$ cat src/design/i2cms_pkg.sv
package i2cms_pkg;

    localparam int STATUS_SHIFT = 3;

    // op codes
    localparam logic [1:0] OP_BEGIN_RD = 2'd0;
    localparam logic [1:0] OP_BEGIN_WR = 2'd1;
    localparam logic [1:0] OP_STATUS   = 2'd2;

    // control bits
    localparam logic [2:0] CTL_STA = 3'b001;
    localparam logic [2:0] CTL_STO = 3'b010;
    localparam logic [2:0] CTL_AA  = 3'b100;

    // status entries (code >> 3)
    localparam logic [4:0] ST_BUS_ERR  = 5'd0;
    localparam logic [4:0] ST_START    = 5'd1;
    localparam logic [4:0] ST_RSTART   = 5'd2;
    localparam logic [4:0] ST_SLAW_ACK = 5'd3;
    localparam logic [4:0] ST_SLAW_NAK = 5'd4;
    localparam logic [4:0] ST_TXD_ACK  = 5'd5;
    localparam logic [4:0] ST_TXD_NAK  = 5'd6;
    localparam logic [4:0] ST_ARB_LOST = 5'd7;
    localparam logic [4:0] ST_SLAR_ACK = 5'd8;
    localparam logic [4:0] ST_SLAR_NAK = 5'd9;
    localparam logic [4:0] ST_RXD_ACK  = 5'd10;
    localparam logic [4:0] ST_RXD_NAK  = 5'd11;
    localparam logic [4:0] ST_SLV_LO   = 5'd12;
    localparam logic [4:0] ST_SLV_HI   = 5'd25;
    localparam logic [4:0] ST_INV_LO   = 5'd26;
    localparam logic [4:0] ST_INV_HI   = 5'd30;

    typedef struct packed {
        logic [1:0] op;
        logic [6:0] target_addr;
        logic [7:0] xfer_length;
        logic [7:0] status_code;
        logic [7:0] bus_data;
        logic [7:0] tx_byte;
    } t_item;

    typedef struct packed {
        logic [7:0] addr_byte;
        logic [7:0] read_remaining;
        logic [7:0] write_remaining;
        logic       finished;
    } t_state;

    typedef struct packed {
        logic [2:0] ctl_set;
        logic [2:0] ctl_clear;
        logic       dat_write_valid;
        logic [7:0] dat_write_value;
        logic       tx_taken;
        logic       rx_valid;
        logic [7:0] rx_byte;
        logic       done_res;
        logic       slave_status;
        logic       invalid_status;
    } t_result;

endpackage

$ cat src/design/i2c_master_status_sequencer_top.sv
// Channel | Direction | Handshake          | Words
// input   | in        | i_valid / o_stall  | op, target_addr, xfer_length, status_code,
//         |           |                    | bus_data, tx_byte
// result  | out       | o_valid / i_stall  | ctl_set ... invalid_status (one per input word)
//
// One word per cycle sustained while the result side does not stall; input register then result register.
// The decode and state update are combinational between those two registers.
// Reset clears both valid flags and sets state to idle with finished high.
// A stalled result holds; one more word is taken into the input register, then
// o_stall rises until the result register frees.
module i2c_master_status_sequencer_top import i2cms_pkg::*; (
    input  logic       i_clk,
    input  logic       i_rst_n,
    input  logic       i_valid,
    output logic       o_stall,
    input  logic [1:0] i_op,
    input  logic [6:0] i_target_addr,
    input  logic [7:0] i_xfer_length,
    input  logic [7:0] i_status_code,
    input  logic [7:0] i_bus_data,
    input  logic [7:0] i_tx_byte,
    output logic       o_valid,
    input  logic       i_stall,
    output logic [2:0] o_ctl_set,
    output logic [2:0] o_ctl_clear,
    output logic       o_dat_write_valid,
    output logic [7:0] o_dat_write_value,
    output logic       o_tx_taken,
    output logic       o_rx_valid,
    output logic [7:0] o_rx_byte,
    output logic       o_done_res,
    output logic       o_slave_status,
    output logic       o_invalid_status
);

    logic    r_in_valid;
    t_item   r_in;
    logic    r_out_valid;
    t_result r_out;
    t_state  r_state;
    t_state  n_state;
    t_result n_out;
    logic    advance;
    logic    in_accept;

    i2cms_decode u_decode (
        .i_item   (r_in),
        .i_state  (r_state),
        .o_result (n_out),
        .o_state  (n_state)
    );

    assign advance   = r_in_valid && (!r_out_valid || !i_stall);
    assign o_stall   = r_in_valid && !advance;
    assign in_accept = i_valid && !o_stall;

    always_ff @(posedge i_clk) begin
        if (!i_rst_n) begin
            r_in_valid  <= 1'b0;
            r_out_valid <= 1'b0;
            r_state     <= '{addr_byte: 8'd0, read_remaining: 8'd0,
                             write_remaining: 8'd0, finished: 1'b1};
        end else begin
            if (in_accept) begin
                r_in_valid <= 1'b1;
            end else if (advance) begin
                r_in_valid <= 1'b0;
            end
            if (advance) begin
                r_out_valid <= 1'b1;
                r_state     <= n_state;
            end else if (!i_stall) begin
                r_out_valid <= 1'b0;
            end
        end
    end

    always_ff @(posedge i_clk) begin
        if (in_accept) begin
            r_in <= '{op: i_op, target_addr: i_target_addr, xfer_length: i_xfer_length,
                      status_code: i_status_code, bus_data: i_bus_data,
                      tx_byte: i_tx_byte};
        end
        if (advance) begin
            r_out <= n_out;
        end
    end

    assign o_valid           = r_out_valid;
    assign o_ctl_set         = r_out.ctl_set;
    assign o_ctl_clear       = r_out.ctl_clear;
    assign o_dat_write_valid = r_out.dat_write_valid;
    assign o_dat_write_value = r_out.dat_write_value;
    assign o_tx_taken        = r_out.tx_taken;
    assign o_rx_valid        = r_out.rx_valid;
    assign o_rx_byte         = r_out.rx_byte;
    assign o_done_res        = r_out.done_res;
    assign o_slave_status    = r_out.slave_status;
    assign o_invalid_status  = r_out.invalid_status;

    a_set_clr_disjoint: assert property (@(posedge i_clk) disable iff (!i_rst_n)
        o_valid |-> ((o_ctl_set & o_ctl_clear) == 3'b000))
        else $error("ctl_set and ctl_clear overlap");

    a_done_matches_state: assert property (@(posedge i_clk) disable iff (!i_rst_n)
        $past(advance) |-> (o_done_res == r_state.finished))
        else $error("done_res differs from finished state");

    a_begin_clears_done: assert property (@(posedge i_clk) disable iff (!i_rst_n)
        (advance && (r_in.op == OP_BEGIN_RD || r_in.op == OP_BEGIN_WR)
         && r_in.xfer_length != 8'd0) |=> (!r_state.finished && o_ctl_set == CTL_STA))
        else $error("begin word did not start a transaction");

    a_held_word_kept: assert property (@(posedge i_clk) disable iff (!i_rst_n)
        (r_in_valid && !advance) |=> (r_in_valid && $stable(r_in)))
        else $error("waiting input word lost");

    a_rx_no_dat_write: assert property (@(posedge i_clk) disable iff (!i_rst_n)
        o_valid |-> !(o_rx_valid && o_dat_write_valid) && !(o_slave_status && o_invalid_status))
        else $error("conflicting result flags");

endmodule

$ cat src/design/i2cms_decode.sv
module i2cms_decode import i2cms_pkg::*; (
    input  t_item   i_item,
    input  t_state  i_state,
    output t_result o_result,
    output t_state  o_state
);

    logic [4:0] idx;
    logic [7:0] rd_dec;

    assign idx    = i_item.status_code[7:STATUS_SHIFT];
    // read count, saturating at zero
    assign rd_dec = (i_state.read_remaining != 8'd0) ?
                    (i_state.read_remaining - 8'd1) : 8'd0;

    always_comb begin
        o_state  = i_state;
        o_result = '0;
        if (i_item.op == OP_BEGIN_RD || i_item.op == OP_BEGIN_WR) begin
            if (i_item.xfer_length == 8'd0) begin
                o_state.finished = 1'b1;
            end else begin
                o_state.addr_byte = {i_item.target_addr, (i_item.op == OP_BEGIN_RD)};
                if (i_item.op == OP_BEGIN_RD) begin
                    o_state.read_remaining = i_item.xfer_length;
                end else begin
                    o_state.write_remaining = i_item.xfer_length;
                end
                o_result.ctl_set = CTL_STA;
                o_state.finished = 1'b0;
            end
        end else if (i_item.op == OP_STATUS) begin
            case (idx)
                ST_BUS_ERR: begin
                    o_result.ctl_set = CTL_STO;
                end
                ST_START, ST_RSTART: begin
                    o_result.dat_write_valid = 1'b1;
                    o_result.dat_write_value = i_state.addr_byte;
                    o_result.ctl_set         = CTL_AA;
                    o_result.ctl_clear       = CTL_STA | CTL_STO;
                end
                ST_SLAW_ACK: begin
                    o_result.dat_write_valid = 1'b1;
                    o_result.dat_write_value = i_item.tx_byte;
                    o_result.ctl_set         = CTL_AA;
                    o_result.ctl_clear       = CTL_STA | CTL_STO;
                end
                ST_SLAW_NAK, ST_TXD_NAK: begin
                    o_result.ctl_set = CTL_STO;
                    o_state.finished = 1'b1;
                end
                ST_TXD_ACK: begin
                    o_result.tx_taken = 1'b1;
                    if (i_state.write_remaining <= 8'd1) begin
                        o_state.write_remaining = 8'd0;
                        o_result.ctl_clear      = CTL_STA;
                        o_result.ctl_set        = CTL_STO;
                        o_state.finished        = 1'b1;
                    end else begin
                        o_state.write_remaining  = i_state.write_remaining - 8'd1;
                        o_result.dat_write_valid = 1'b1;
                        o_result.dat_write_value = i_item.tx_byte;
                        o_result.ctl_set         = CTL_AA;
                        o_result.ctl_clear       = CTL_STA | CTL_STO;
                    end
                end
                ST_ARB_LOST: begin
                    o_result.ctl_set = CTL_STA;
                end
                ST_SLAR_ACK: begin
                    if (i_state.read_remaining == 8'd1) begin
                        o_result.ctl_clear = CTL_AA;
                    end else begin
                        o_result.ctl_set = CTL_AA;
                    end
                end
                ST_SLAR_NAK: begin
                    o_result.ctl_set = CTL_AA | CTL_STO;
                    o_state.finished = 1'b1;
                end
                ST_RXD_ACK: begin
                    o_result.rx_valid      = 1'b1;
                    o_result.rx_byte       = i_item.bus_data;
                    o_state.read_remaining = rd_dec;
                    // withhold ack ahead of the last byte
                    if (rd_dec == 8'd1) begin
                        o_result.ctl_clear = CTL_AA;
                    end else begin
                        o_result.ctl_set = CTL_AA;
                    end
                end
                ST_RXD_NAK: begin
                    o_result.rx_valid      = 1'b1;
                    o_result.rx_byte       = i_item.bus_data;
                    o_state.read_remaining = rd_dec;
                    o_result.ctl_set       = CTL_AA | CTL_STO;
                    o_state.finished       = 1'b1;
                end
                default: begin
                    if (idx inside {[ST_SLV_LO:ST_SLV_HI]}) begin
                        o_result.slave_status = 1'b1;
                    end else if (idx inside {[ST_INV_LO:ST_INV_HI]}) begin
                        o_result.invalid_status = 1'b1;
                    end
                end
            endcase
        end
        o_result.done_res = o_state.finished;
    end

endmodule

$ cat config.mk
export PLATFORM = sky130hd
export DESIGN_NAME = i2c_master_status_sequencer_top
export DESIGN_NICKNAME = d
export VERILOG_FILES = /design/src/design/i2cms_pkg.sv /design/src/design/i2c_master_status_sequencer_top.sv /design/src/design/i2cms_decode.sv
export SDC_FILE = /design/constraint.sdc
export NUM_CORES = 1
export LEC_CHECK = 0
export BUFFER_PORTS_ARGS = -buffer_cell sky130_fd_sc_hd__buf_2
export CORE_MARGIN = 10
export CORE_UTILIZATION = 25
export CTS_BUF_LIST = sky130_fd_sc_hd__clkbuf_8
export DETAILED_ROUTE_END_ITERATION = 8
export GPL_TIMING_DRIVEN = 1
export PLACE_DENSITY = 0.48
export SYNTH_ARGS = -nofsm -noshare
export SYNTH_HDL_FRONTEND = slang
export SYNTH_SLANG_ARGS = --single-unit
$ cat constraint.sdc
create_clock -name i_clk -period 3.08 [get_ports i_clk]
set_input_delay 0.616 -clock i_clk [delete_from_list [all_inputs] [get_ports i_clk]]
set_output_delay 0.616 -clock i_clk [all_outputs]
set_load 0.005 [all_outputs]
==> out/qor.log, run 1 <==
[power_and_ir_drop] switching portion of total power 24.1%
[placement] Placement Setup Slack 0.913 ns
[placement] placed standard-cell area 4720 µm²
[grt] Total GRT Usage 9.44%
[critical_path] signal arrival time at the worst endpoint 2.40 ns
[grt] most crowded layer after global routing met2
[critical_path] Max Fanout on Critical Path 8
[timing] max-slew violation count 0
[routing] Vias per Instance 4.52
[finish] utilization after layout 30.8%
[routing] count of TritonRoute iterations in the first routing pass 4
[placement] half-perimeter wire length after detailed placement 7350 µm
[critical_path] CP Data Required Time 3.30 ns
[clock_tree] count of buffers added by post-CTS timing repair for setup 0
[finish] area of the multi-input gates 1470 µm²
[grt] Overflow after GRT 0
[yosys] number of flip-flops and latches in the synthesized netlist 93
[power_and_ir_drop] Logic pwr share 9.1%
[yosys] count of mapped cells out of synthesis 339
[critical_path] cell type of the slowest stage on the worst timing path sky130_fd_sc_hd__a21oi_2
[timing] final setup skew 0.00649 ns
[power_and_ir_drop] internal power summed over all cells 1.91 mW
[finish] Nets 465
[job] count of max-cap constraint violations 0
[timing] total negative slack for setup checks 0 ns
[yosys] top cell type's share of synthesized area 48.1%
[placement] Port Buffer Count 71
[hold_path] number of instances on the worst hold path 1
[floorplanning] core region area 16000 µm²
[yosys] asr flop ratio synth 0%
[clock_tree] Sinks on Clock Net 93
[critical_path] launching element type of the critical path register
[yosys] dominant cells by area after synthesis sky130_fd_sc_hd__edfxtp_1, sky130_fd_sc_hd__dfxtp_1, sky130_fd_sc_hd__nor2b_1, sky130_fd_sc_hd__nand2_1, sky130_fd_sc_hd__nor2_1
[grt] first-pass GRT wire length 16400 µm
[clock_tree] clock latency of the later-clocked register in the worst-skew pair 0.37 ns
[yosys] library cell occupying the most area in the post-synthesis netlist sky130_fd_sc_hd__edfxtp_1
[floorplanning] effective utilization at floorplan 25.7%
[floorplanning] # rows 46
[timing] share of the clock period used by the worst path 71.0%
[yosys] post-synthesis sequential area ratio 61.3%
[timing] Fin. Hold Viols 0
[yosys] Warnings, synthesis 0
[yosys] top cell types by occurrence after synthesis sky130_fd_sc_hd__edfxtp_1, sky130_fd_sc_hd__dfxtp_1, sky130_fd_sc_hd__nand2_1
[finish] ratio of cells with drive above 1 in the final layout 27.6%
[routing] average wire length per cell after detail routing 15.8 µm
[critical_path] CP max stage delay 0.44 ns
[critical_path] cell depth of the worst setup path 7
[critical_path] capturing point of the worst reg2reg path o_dat_write_value[3]
[power_and_ir_drop] power dissipated by switching net loads 0.607 mW
[power_and_ir_drop] power per standard cell area 511 nW/µm²
[routing] Routed Antenna Nets 0
[clock_tree] Clock Pin Slew Worst Setup and Hold Paths 0.09 ns
[placement] placed instance count 620
[finish] final instance area 4930 µm²
[critical_path] most frequent cell on the critical path sky130_fd_sc_hd__nor2_1
[grt] global-route track usage on met2 14.4%
[power_and_ir_drop] sequential share of power 56.9%
[critical_path] cell family with most CP delay compound AO/OA/AOI/OAI gates
[critical_path] path type of the worst setup path reg2reg
[grt] via count of the first global-routing pass 3059
[grt] number of antenna violations at the first check in global routing 0
[finish] total area of sequential cells 2520 µm²
[routing] total wire length 10000 µm
[timing] final critical-path setup slack 0.894 ns
[yosys] Synth Area per Inst 12.1 µm²
[critical_path] CP endpoint o_dat_write_value[3]
[finish] layout-stage area growth over the synthesis result 19.8%
[timing] RSZ-0062 raised after global routing no
[timing] minimum period implied by the final worst setup slack 2.19 ns
[floorplanning] Die Width 148 µm
[critical_path] Worst R2R Path Depth 7
[hold_path] hold path startpoint i_bus_data[3]
[clock_tree] TritonCTS clock tree done
[finish] number of fill cells 1708
[power_and_ir_drop] Pwr Total 2.52 mW
[critical_path] start point of the critical path r_state[1]
[floorplanning] Top Ports 75
[yosys] distinct cell type count of the synthesized netlist 63
[clock_tree] Clock Root Buffer sky130_fd_sc_hd__clkbuf_8
[power_and_ir_drop] static leakage 1.80 nW
[yosys] post-synthesis cell area 4120 µm²
[floorplanning] Die Height 148 µm
[critical_path] series of cell instances along the critical path inv_1 > ha_1 > nor2_1 > o311ai_2 > a21oi_2 > a22oi_1 > nor2_1
[yosys] post-synth net total 389
[floorplanning] area enclosed by the die boundary 22000 µm²
[timing] worst relative slew slack 39.6%
[grt] GR Layer Usage met1 12.1%
[routing] DRC violations left 0
[finish] Non-Filler Instances 636
[grt] met3 global-route usage 2.70%
[critical_path] worst reg-to-reg setup slack 0.89 ns
[clock_tree] H-tree Lvls 3
[placement] Final GP Congestion 0.823
[timing] WHS 0.413 ns
[yosys] Top FF cell, synth sky130_fd_sc_hd__edfxtp_1
[run_status] outcome finished clean
[yosys] top-count cell post-synth sky130_fd_sc_hd__edfxtp_1
[clock_tree] number of gates given a new drive strength after cts 0
[critical_path] start of the worst register-to-register path r_state[1]
[clock_tree] CTS buffer count 9
[timing] transition time of the tightest slew-check pin 0.905 ns
[power_and_ir_drop] part of the power in the clock network 33.9%
[critical_path] buffers and inverters on the worst path 1
[routing] via count 2877
[yosys] Post-synth EDFFs 66
[hold_path] Hold Crit Class in2reg
[power_and_ir_drop] maximum vdd ir drop 0.000242 V
[finish] diodes inserted 0
[timing] number of setup violations in the final report 0
[timing] maximum achievable frequency 458 MHz
[clock_tree] worst-case clock buffer depth 2
[routing] count of routing violations after the opening detailed-route iteration 168
[critical_path] kind of end point of the critical path register
[clock_tree] number of hold buffers added after CTS 0
[grt] maximum number of pins on one net before global-route repair 39
==> logic make-up after synthesis <==
logic type / synth area share (%)
buffers and inverters: 3.10
muxes: 1.70
and+or+nand+nor: 16.8
adders and majority gates: 1.52
DFF: 61.3
AOI/OAI and AO/OA: 14.7
xor gates and xnor gates: 0.851
==> state kept, by name, summed over array words and instances, names as in the netlist <==
signal             flops
o_done_res             1
o_tx_taken             1
r_state               25
o_dat_write_value      8
o_ctl_clear            3
o_slave_status         1
o_dat_write_valid      1
o_valid                1
o_rx_byte              8
o_rx_valid             1
o_ctl_set              3
o_invalid_status       1
r_in                  38
r_in_valid             1
==> power by group through the flow <==
stage	clock network [mW]	registers, mW	logic [mW]
final	0.856	1.44	0.230
after global routing	0.945	1.44	0.257
after detailed placement	0	1.47	0.233
after floorplan	0	1.45	0.147
after global placement	0	1.46	0.228
after CTS	0.898	1.44	0.234
==> layout by cell type (no fill, tap or decap), types with 3 or more instances in the layout <==
master and instances:
sky130_fd_sc_hd__a22oi_1 8, sky130_fd_sc_hd__buf_2 71, sky130_fd_sc_hd__a31oi_1 11, sky130_fd_sc_hd__ha_1 5, sky130_fd_sc_hd__or3_1 4, sky130_fd_sc_hd__nand2_1 24
sky130_fd_sc_hd__buf_4 7, sky130_fd_sc_hd__nor3_1 5, sky130_fd_sc_hd__o21ai_0 9, sky130_fd_sc_hd__and2_1 10, sky130_fd_sc_hd__mux2i_1 7, sky130_fd_sc_hd__clkbuf_8 11
sky130_fd_sc_hd__o31ai_1 4, sky130_fd_sc_hd__o21ai_1 7, sky130_fd_sc_hd__a21oi_1 13, sky130_fd_sc_hd__nor2b_1 15, sky130_fd_sc_hd__nand3_1 4, sky130_fd_sc_hd__nor4_1 5
sky130_fd_sc_hd__a21boi_1 3, sky130_fd_sc_hd__nor3b_1 3, sky130_fd_sc_hd__o22ai_1 6, sky130_fd_sc_hd__nand2b_1 10, sky130_fd_sc_hd__dfxtp_1 27, sky130_fd_sc_hd__edfxtp_1 66
sky130_fd_sc_hd__nor2_1 23, sky130_fd_sc_hd__inv_1 13
==> final cells by class <==
| cell class | instances | share of cell area [%] |
|---|---|---|
| flip-flops and latches | 93 | 51.2 |
| multi-input cells | 220 | 29.9 |
| repair buffers | 78 | 8.27 |
| well taps | 216 | 5.48 |
| clock buffers | 11 | 3.07 |
| clock inverters | 5 | 1.14 |
| inverters | 13 | 0.990 |
==> routing by layer <==
metal	part of all wire (%)	up-vias
met5	0	-
met4	2.0	0
met3	5.4	15
met2	45	85
met1	48	1364
li1	-	1413
==> worst register-to-register path, stage by stage, from the launching register on <==
cell	delay (ns)
sky130_fd_sc_hd__dfxtp_1	0.40
sky130_fd_sc_hd__inv_1	0.08
sky130_fd_sc_hd__ha_1	0.28
sky130_fd_sc_hd__nor2_1	0.35
sky130_fd_sc_hd__o311ai_2	0.19
sky130_fd_sc_hd__a21oi_2	0.44
sky130_fd_sc_hd__a22oi_1	0.17
sky130_fd_sc_hd__nor2_1	0.14
==> how the worst min path moves through the flow <==
stage | end | slack [ns]
after floorplan | r_state[5] | 0.46
after global placement | r_state[4] | 0.48
after detailed placement | r_state[7] | 0.48
after CTS | r_in[33] | 0.38
after global routing | r_in[11] | 0.38
final | r_in[11] | 0.41
No activity file was read; power rests on OpenSTA's default activity.
==> run 2: changes to the inputs <==
ABC_AREA = 1   (was default)
PLACE_DENSITY = 0.46   (was 0.48)
clock period = 2.2 ns   (was 3.08 ns; I/O delays follow)
==> out/qor.log, run 2 <==
[run_status] outcome finished clean
[clock_tree] Clock Root Buffer sky130_fd_sc_hd__clkbuf_8
[routing] count of TritonRoute iterations in the first routing pass 4 [unchanged]
[timing] RSZ-0062 raised after global routing no
[timing] number of setup violations in the final report 0 [unchanged]
[floorplanning] area enclosed by the die boundary 22600 µm² [+2.8%]
[placement] placed standard-cell area 4880 µm² [+3.3%]
[clock_tree] clock latency of the later-clocked register in the worst-skew pair 0.37 ns [about the same]
[floorplanning] Top Ports 75 [unchanged]
[yosys] Warnings, synthesis 0 [unchanged]
[critical_path] kind of end point of the critical path register
[timing] final setup skew 0.0106 ns [+0.00408 ns]
[placement] half-perimeter wire length after detailed placement 7760 µm [+5.6%]
[timing] maximum achievable frequency 504 MHz [+10%]
[finish] layout-stage area growth over the synthesis result 19.0%
[floorplanning] core region area 16600 µm² [+4.0%]
[finish] total area of sequential cells 2520 µm² [unchanged]
[power_and_ir_drop] Logic pwr share 11.9% [+2.8 points]
[yosys] number of flip-flops and latches in the synthesized netlist 93 [unchanged]
[finish] Non-Filler Instances 754 [+19%]
[timing] total negative slack for setup checks 0 ns [unchanged]
[clock_tree] count of buffers added by post-CTS timing repair for setup 0 [unchanged]
[critical_path] worst reg-to-reg setup slack 0.21 ns [-0.68 ns]
[finish] diodes inserted 0 [unchanged]
[yosys] post-synthesis cell area 4250 µm² [+3.2%]
[routing] average wire length per cell after detail routing 13.7 µm [-13%]
[critical_path] Max Fanout on Critical Path 10 [+2]
[finish] number of flip-flops under the largest register name 38 [unchanged]
[critical_path] CP Data Required Time 2.33 ns [-0.97 ns]
[critical_path] path type of the worst setup path reg2reg
[timing] minimum period implied by the final worst setup slack 1.99 ns [-0.200 ns]
[timing] WHS 0.236 ns [-0.177 ns]
[placement] Final GP Congestion 0.901 [+9.4%]
[power_and_ir_drop] part of the power in the clock network 30.3% [-3.6 points]
[yosys] portion of netlist area occupied by mux cells 0% [-1.7 points]
[finish] top flop regs r_in: 38 flops, r_state: 25 flops
[critical_path] launching element type of the critical path register
[floorplanning] Die Width 150 µm [+1.4%]
[finish] area of the multi-input gates 1360 µm² [-7.7%]
[hold_path] Hold Crit Class in2reg
[yosys] dominant combinational cell family by area after synthesis simple AND/OR/NAND/NOR gates
[yosys] post-synth net total 498 [+28%]
[clock_tree] TritonCTS clock tree done
[finish] final instance area 5050 µm² [+2.5%]
[yosys] Top FF cell, synth sky130_fd_sc_hd__edfxtp_1
[timing] final critical-path setup slack 0.214 ns [-0.680 ns]
[grt] Overflow after GRT 0 [unchanged]
[routing] total wire length 10300 µm [+3.0%]
[critical_path] signal arrival time at the worst endpoint 2.12 ns [-0.28 ns]
[yosys] top-count cell post-synth sky130_fd_sc_hd__inv_1
[yosys] top cell type's share of synthesized area 46.6% [-1.5 points]
[grt] maximum number of pins on one net before global-route repair 29 [-26%]
[yosys] distinct cell type count of the synthesized netlist 36 [-43%]
[power_and_ir_drop] power dissipated by switching net loads 0.916 mW [+51%]
[routing] count of routing violations after the opening detailed-route iteration 203 [+21%]
[finish] highest-count cells in the layout ignoring fill and taps sky130_fd_sc_hd__inv_1, sky130_fd_sc_hd__nor2_1, sky130_fd_sc_hd__buf_2
[finish] register containing the most flip-flops in the final layout r_in
[floorplanning] effective utilization at floorplan 25.5% [-0.20 points]
[routing] via count 3185 [+11%]
[placement] Placement Setup Slack 0.221 ns [-0.693 ns]
[routing] DRC violations left 0 [unchanged]
[finish] commonest non-fill, non-tap cell in the layout sky130_fd_sc_hd__inv_1
[placement] Port Buffer Count 71 [unchanged]
[finish] number of fill cells 1737 [+1.7%]
[finish] ratio of cells with drive above 1 in the final layout 21.3% [-6.3 points]
[clock_tree] number of hold buffers added after CTS 0 [unchanged]
[yosys] Synth Area per Inst 9.48 µm² [-22%]
[yosys] asr flop ratio synth 0% [unchanged]
[clock_tree] number of gates given a new drive strength after cts 0 [unchanged]
[routing] Routed Antenna Nets 0 [unchanged]
[routing] Vias per Instance 4.22 [-6.6%]
[timing] max-slew violation count 0 [unchanged]
[placement] placed instance count 738 [+19%]
[yosys] top cell types by occurrence after synthesis sky130_fd_sc_hd__inv_1, sky130_fd_sc_hd__nor2_1, sky130_fd_sc_hd__nand2_1
[clock_tree] Clock Pin Slew Worst Setup and Hold Paths 0.09 ns [about the same]
[power_and_ir_drop] switching portion of total power 26.4% [+2.4 points]
[clock_tree] Sinks on Clock Net 93 [unchanged]
[yosys] XOR/XNOR share of the synthesized area 1.03% [+0.18 points]
[floorplanning] # rows 47 [+2.2%]
[yosys] dominant cells by area after synthesis sky130_fd_sc_hd__edfxtp_1, sky130_fd_sc_hd__dfxtp_1, sky130_fd_sc_hd__inv_1, sky130_fd_sc_hd__nor2_1, sky130_fd_sc_hd__nand2_1
[grt] first-pass GRT wire length 17000 µm [+3.4%]
[grt] via count of the first global-routing pass 3273 [+7.0%]
[power_and_ir_drop] static leakage 2.27 nW [+26%]
[floorplanning] Die Height 150 µm [+1.4%]
[yosys] count of mapped cells out of synthesis 448 [+32%]
[finish] Nets 579 [+25%]
[timing] worst relative slew slack 69.3% [+30 points]
[yosys] area share of fa/ha/maj cells after synthesis 1.47% [-0.047 points]
[job] count of max-cap constraint violations 0 [unchanged]
[power_and_ir_drop] power per standard cell area 685 nW/µm² [+34%]
[timing] Fin. Hold Viols 0 [unchanged]
[clock_tree] H-tree Lvls 3 [unchanged]
[finish] utilization after layout 30.4% [-0.44 points]
[timing] share of the clock period used by the worst path 90.3% [+19 points]
[clock_tree] worst-case clock buffer depth 2 [unchanged]
[timing] transition time of the tightest slew-check pin 0.461 ns [-0.444 ns]
[power_and_ir_drop] maximum vdd ir drop 0.000247 V [+2.1%]
[clock_tree] CTS buffer count 9 [unchanged]
[yosys] post-synthesis sequential area ratio 59.4% [-1.9 points]
[grt] Total GRT Usage 9.57% [+0.14 points]
[grt] number of antenna violations at the first check in global routing 0 [unchanged]
[yosys] complex-gate fraction of the synthesized area 8.83% [-5.9 points]
[power_and_ir_drop] Pwr Total 3.46 mW [+37%]
[yosys] Post-synth EDFFs 66 [unchanged]
[power_and_ir_drop] internal power summed over all cells 2.55 mW [+33%]
[yosys] library cell occupying the most area in the post-synthesis netlist sky130_fd_sc_hd__edfxtp_1
[yosys] simple logic cell fraction of the synthesized area 20.7% [+3.8 points]
[power_and_ir_drop] sequential share of power 57.9% [+1.0 points]
==> run 2: cell count changes in the layout (fill, tap and decap cells not counted), moves of 12 or more <==
cell,previous run,this run
sky130_fd_sc_hd__inv_1,13,79
sky130_fd_sc_hd__nand2_1,24,69
sky130_fd_sc_hd__nand3_1,4,21
sky130_fd_sc_hd__nor2_1,23,71
sky130_fd_sc_hd__nor2b_1,15,0
sky130_fd_sc_hd__o21ai_0,9,21
==> run 2: worst paths after layout <==
kind / cells after the start / start / end
worst max-delay path: 9 / r_state[1] / o_dat_write_value[2]
worst min-delay path: 1 / i_bus_data[2] / r_in[10]
worst max register to register: 9 / r_state[1] / o_dat_write_value[2]
worst min register to register: 2 / r_state[19] / r_state[19]
==> run 2: final cells by class <==
type / count / share of cell area (%)
well taps: 220 / 5.45
flip-flops and latches: 93 / 49.9
clock inverters: 6 / 0.718
inverters: 86 / 6.39
repair buffers: 77 / 7.92
multi-input cells: 262 / 26.9
clock buffers: 10 / 2.72
==> run 2: logic make-up (layout without fill, tap and decap cells) <==
group,Yosys count,count (layout)
adder cells (fa/ha/maj),5,5
flip-flops,93,93
buffers and inverters,93,179
XOR/XNOR,5,5
AND/OR/NAND/NOR,187,187
AO/OA/AOI/OAI,65,65
==> run 2: power groups by stage <==
| stage | Clock, mW | Combinational, mW | Sequential (mW) |
|---|---|---|---|
| 2_1_floorplan | 0 | 0.272 | 2.04 |
| 3_3_place_gp | 0 | 0.409 | 2.04 |
| 3_5_place_dp | 0 | 0.414 | 2.04 |
| 4_1_cts | 1.10 | 0.417 | 2.00 |
| 5_1_grt | 1.16 | 0.475 | 2.01 |
| 6_report | 1.05 | 0.411 | 2.00 |
==> run 2: worst max-delay path: stages (launching register included) <==
cell and delay, ns:
sky130_fd_sc_hd__dfxtp_1 0.34, sky130_fd_sc_hd__inv_1 0.12, sky130_fd_sc_hd__ha_1 0.23, sky130_fd_sc_hd__nor2_1 0.09, sky130_fd_sc_hd__nor3_4 0.31, sky130_fd_sc_hd__inv_1 0.12, sky130_fd_sc_hd__a21oi_4 0.32, sky130_fd_sc_hd__o22ai_1 0.11
sky130_fd_sc_hd__nand2_1 0.07, sky130_fd_sc_hd__inv_1 0.04
==> run 2: routing by layer <==
metal	GRT usage (%)	part of all wire (%)	vias to the layer above	routed length (µm)
met5	0	0	-	0
met4	4.47	2.1	0	214
met3	2.58	4.5	17	465
met2	15.6	49	63	5020
met1	11.5	45	1474	4620
li1	-	-	1631	-
==> run 3: changes to the inputs <==
SYNTH_HIERARCHICAL = 1   (was default)
==> out/qor.log, run 3 <==
[floorplanning] Die Width 158 µm [+4.8%]
[clock_tree] worst-case clock buffer depth 2 [unchanged]
[floorplanning] Die Height 158 µm [+4.8%]
[finish] number of fill cells 2029 [+17%]
[yosys] post-synth net total 606 [+22%]
[clock_tree] H-tree Lvls 3 [unchanged]
[finish] Nets 679 [+17%]
[timing] worst relative slew slack 63.5% [-5.8 points]
[timing] final setup skew 0.0105 ns [-0.0000783 ns]
[routing] average wire length per cell after detail routing 13.7 µm [-0.12%]
[critical_path] path type of the worst setup path reg2reg
[critical_path] cell family with most CP delay simple AND/OR/NAND/NOR gates
[finish] utilization after layout 29.5% [-0.86 points]
[power_and_ir_drop] Pwr Total 3.62 mW [+4.6%]
[clock_tree] Clock Pin Slew Worst Setup and Hold Paths 0.10 ns [about the same]
[routing] Vias per Instance 4.45 [+5.5%]
[clock_tree] Sinks on Clock Net 93 [unchanged]
[yosys] Synth Area per Inst 8.50 µm² [-10%]
[critical_path] CP max stage delay 0.35 ns [about the same]
[timing] number of setup violations in the final report 0 [unchanged]
[finish] ratio of cells with drive above 1 in the final layout 19.8% [-1.5 points]
[finish] highest-count cells in the layout ignoring fill and taps sky130_fd_sc_hd__nand2_1, sky130_fd_sc_hd__inv_1, sky130_fd_sc_hd__buf_2
[timing] max-slew violation count 0 [unchanged]
[finish] top flop regs r_in: 38 flops, r_state: 25 flops
[grt] Overflow after GRT 0 [unchanged]
[timing] share of the clock period used by the worst path 90.6% [+0.33 points]
[critical_path] CP Data Required Time 2.46 ns [+0.13 ns]
[grt] first-pass GRT wire length 19300 µm [+14%]
[job] count of max-cap constraint violations 0 [unchanged]
[clock_tree] TritonCTS clock tree done
[hold_path] Hold Crit Class in2reg
[critical_path] most frequent cell on the critical path sky130_fd_sc_hd__nor2_1
[floorplanning] core region area 18600 µm² [+12%]
[critical_path] signal arrival time at the worst endpoint 2.25 ns [+0.13 ns]
[routing] count of TritonRoute iterations in the first routing pass 4 [unchanged]
[critical_path] series of cell instances along the critical path inv_1 > ha_1 > nor2_1 > nor2_1 > nand4_1 > o21ai_2 > inv_2 > o21ai_1 > o21ai_1 > inv_1 > nand3_1 > nand2_1 > nor2_1
[critical_path] kind of end point of the critical path register
[grt] maximum number of pins on one net before global-route repair 51 [+76%]
[grt] number of antenna violations at the first check in global routing 0 [unchanged]
[grt] Total GRT Usage 9.85% [+0.28 points]
[finish] commonest non-fill, non-tap cell in the layout sky130_fd_sc_hd__nand2_1
[finish] diodes inserted 0 [unchanged]
[floorplanning] # rows 50 [+6.4%]
[run_status] outcome finished clean
[routing] Routed Antenna Nets 0 [unchanged]
[routing] via count 3871 [+22%]
[placement] half-perimeter wire length after detailed placement 8810 µm [+14%]
[finish] register containing the most flip-flops in the final layout r_in
[clock_tree] CTS buffer count 9 [unchanged]
[timing] minimum period implied by the final worst setup slack 1.99 ns [+0.00728 ns]
[finish] number of flip-flops under the largest register name 38 [unchanged]
[floorplanning] Top Ports 75 [unchanged]
[placement] Final GP Congestion 0.837 [-7.1%]
[timing] Fin. Hold Viols 0 [unchanged]
[power_and_ir_drop] static leakage 2.42 nW [+6.6%]
[routing] DRC violations left 0 [unchanged]
[timing] RSZ-0062 raised after global routing yes
[clock_tree] Clock Root Buffer sky130_fd_sc_hd__clkbuf_8
[critical_path] Max Fanout on Critical Path 6 [-4]
[floorplanning] effective utilization at floorplan 25.4% [-0.14 points]
[finish] layout-stage area growth over the synthesis result 16.2%
[yosys] Warnings, synthesis 6 [+6]
[critical_path] buffers and inverters on the worst path 3 [unchanged]
[floorplanning] area enclosed by the die boundary 24800 µm² [+9.9%]
[critical_path] cell type of the slowest stage on the worst timing path sky130_fd_sc_hd__dfxtp_1
[grt] via count of the first global-routing pass 3810 [+16%]
[routing] count of routing violations after the opening detailed-route iteration 258 [+27%]
[routing] total wire length 11900 µm [+15%]
[timing] transition time of the tightest slew-check pin 0.548 ns [+0.0871 ns]
[clock_tree] clock latency of the later-clocked register in the worst-skew pair 0.37 ns [about the same]
[timing] maximum achievable frequency 502 MHz [-0.37%]
[placement] Port Buffer Count 71 [unchanged]
[yosys] count of mapped cells out of synthesis 557 [+24%]
[power_and_ir_drop] power per standard cell area 658 nW/µm² [-3.9%]
[power_and_ir_drop] maximum vdd ir drop 0.000226 V [-8.7%]
[critical_path] launching element type of the critical path register
[yosys] post-synthesis cell area 4730 µm² [+11%]
[run 3: cell types whose count changed in the layout (fill, tap and decap cells not counted), moves of 9 or more]
cell and change:
sky130_fd_sc_hd__a21oi_1 +16, sky130_fd_sc_hd__nor2_1 -9, sky130_fd_sc_hd__o22ai_1 -13, sky130_fd_sc_hd__nand3_1 +27
sky130_fd_sc_hd__inv_1 +11, sky130_fd_sc_hd__nand2_1 +45
[run 3: repair_timing]
| action | 4_1_cts | 5_1_grt |
|---|---|---|
| gates resized for setup | 0 | 3 |
| endpoints found under the setup margin | 0 | 6 |
| hold buffers | 0 | 0 |
| setup buffers | 0 | 1 |
[run 3: worst paths after layout]
path / start / cells after the start / slack [ns] / to
worst min-delay path: i_tx_byte[2] / 1 / 0.24 / r_in[2]
worst min register to register: r_state[0] / 2 / 0.47 / r_state[0]
worst max register to register: r_state[1] / 13 / 0.21 / r_state[6]
worst max-delay path: r_state[1] / 13 / 0.21 / r_state[6]
[run 3: power breakdown]
part / internal (mW) / total [mW] / switching [mW] / leakage (nW)
clock network: 0.420 / 1.05 / 0.634 / 0.0972
registers: 1.98 / 2.05 / 0.0693 / 0.845
logic: 0.192 / 0.518 / 0.326 / 1.48
total: 2.59 / 3.62 / 1.03 / 2.42
[run 3: metrics by stage]
| stage | TNS [ns] | cells | worst slack (ns) | area (µm²) | hold WS (ns) |
|---|---|---|---|---|---|
| 3_5_place_dp | 0 | 852 | 0.209 | 5310 | 0.446 |
| 6_report | 0 | 869 | 0.207 | 5500 | 0.239 |
| 3_3_place_gp | 0 | 852 | 0.223 | 5310 | 0.445 |
| 2_1_floorplan | 0 | 557 | 0.466 | 4730 | 0.429 |
| 5_1_grt | -0.00211 | 869 | -0.00190 | 5500 | 0.201 |
| 4_1_cts | 0 | 868 | 0.186 | 5490 | 0.211 |
[run 3: final cells by class]
class                   count  area, µm²  area share, %
clock inverters             7       51.3          0.932
clock buffers               9        124           2.25
repair buffers             83        445           8.10
multi-input cells         349       1710           31.1
well taps                 234        293           5.32
inverters                  94        357           6.48
flip-flops and latches     93       2520           45.8
[run 3: per-layer routing]
layer	share of wire, %	global-route usage [%]
met1	45	11.9
met2	50	16.7
met4	1.3	4.32
met5	0	0
met3	4.1	2.01
[run 3: worst reg2reg max path: stages (launching register included)]
cell and delay [ns]:
sky130_fd_sc_hd__dfxtp_1 0.35, sky130_fd_sc_hd__inv_1 0.13, sky130_fd_sc_hd__ha_1 0.24, sky130_fd_sc_hd__nor2_1 0.06, sky130_fd_sc_hd__nor2_1 0.10, sky130_fd_sc_hd__nand4_1 0.23, sky130_fd_sc_hd__o21ai_2 0.25, sky130_fd_sc_hd__inv_2 0.10
sky130_fd_sc_hd__o21ai_1 0.09, sky130_fd_sc_hd__o21ai_1 0.08, sky130_fd_sc_hd__inv_1 0.06, sky130_fd_sc_hd__nand3_1 0.07, sky130_fd_sc_hd__nand2_1 0.09, sky130_fd_sc_hd__nor2_1 0.05
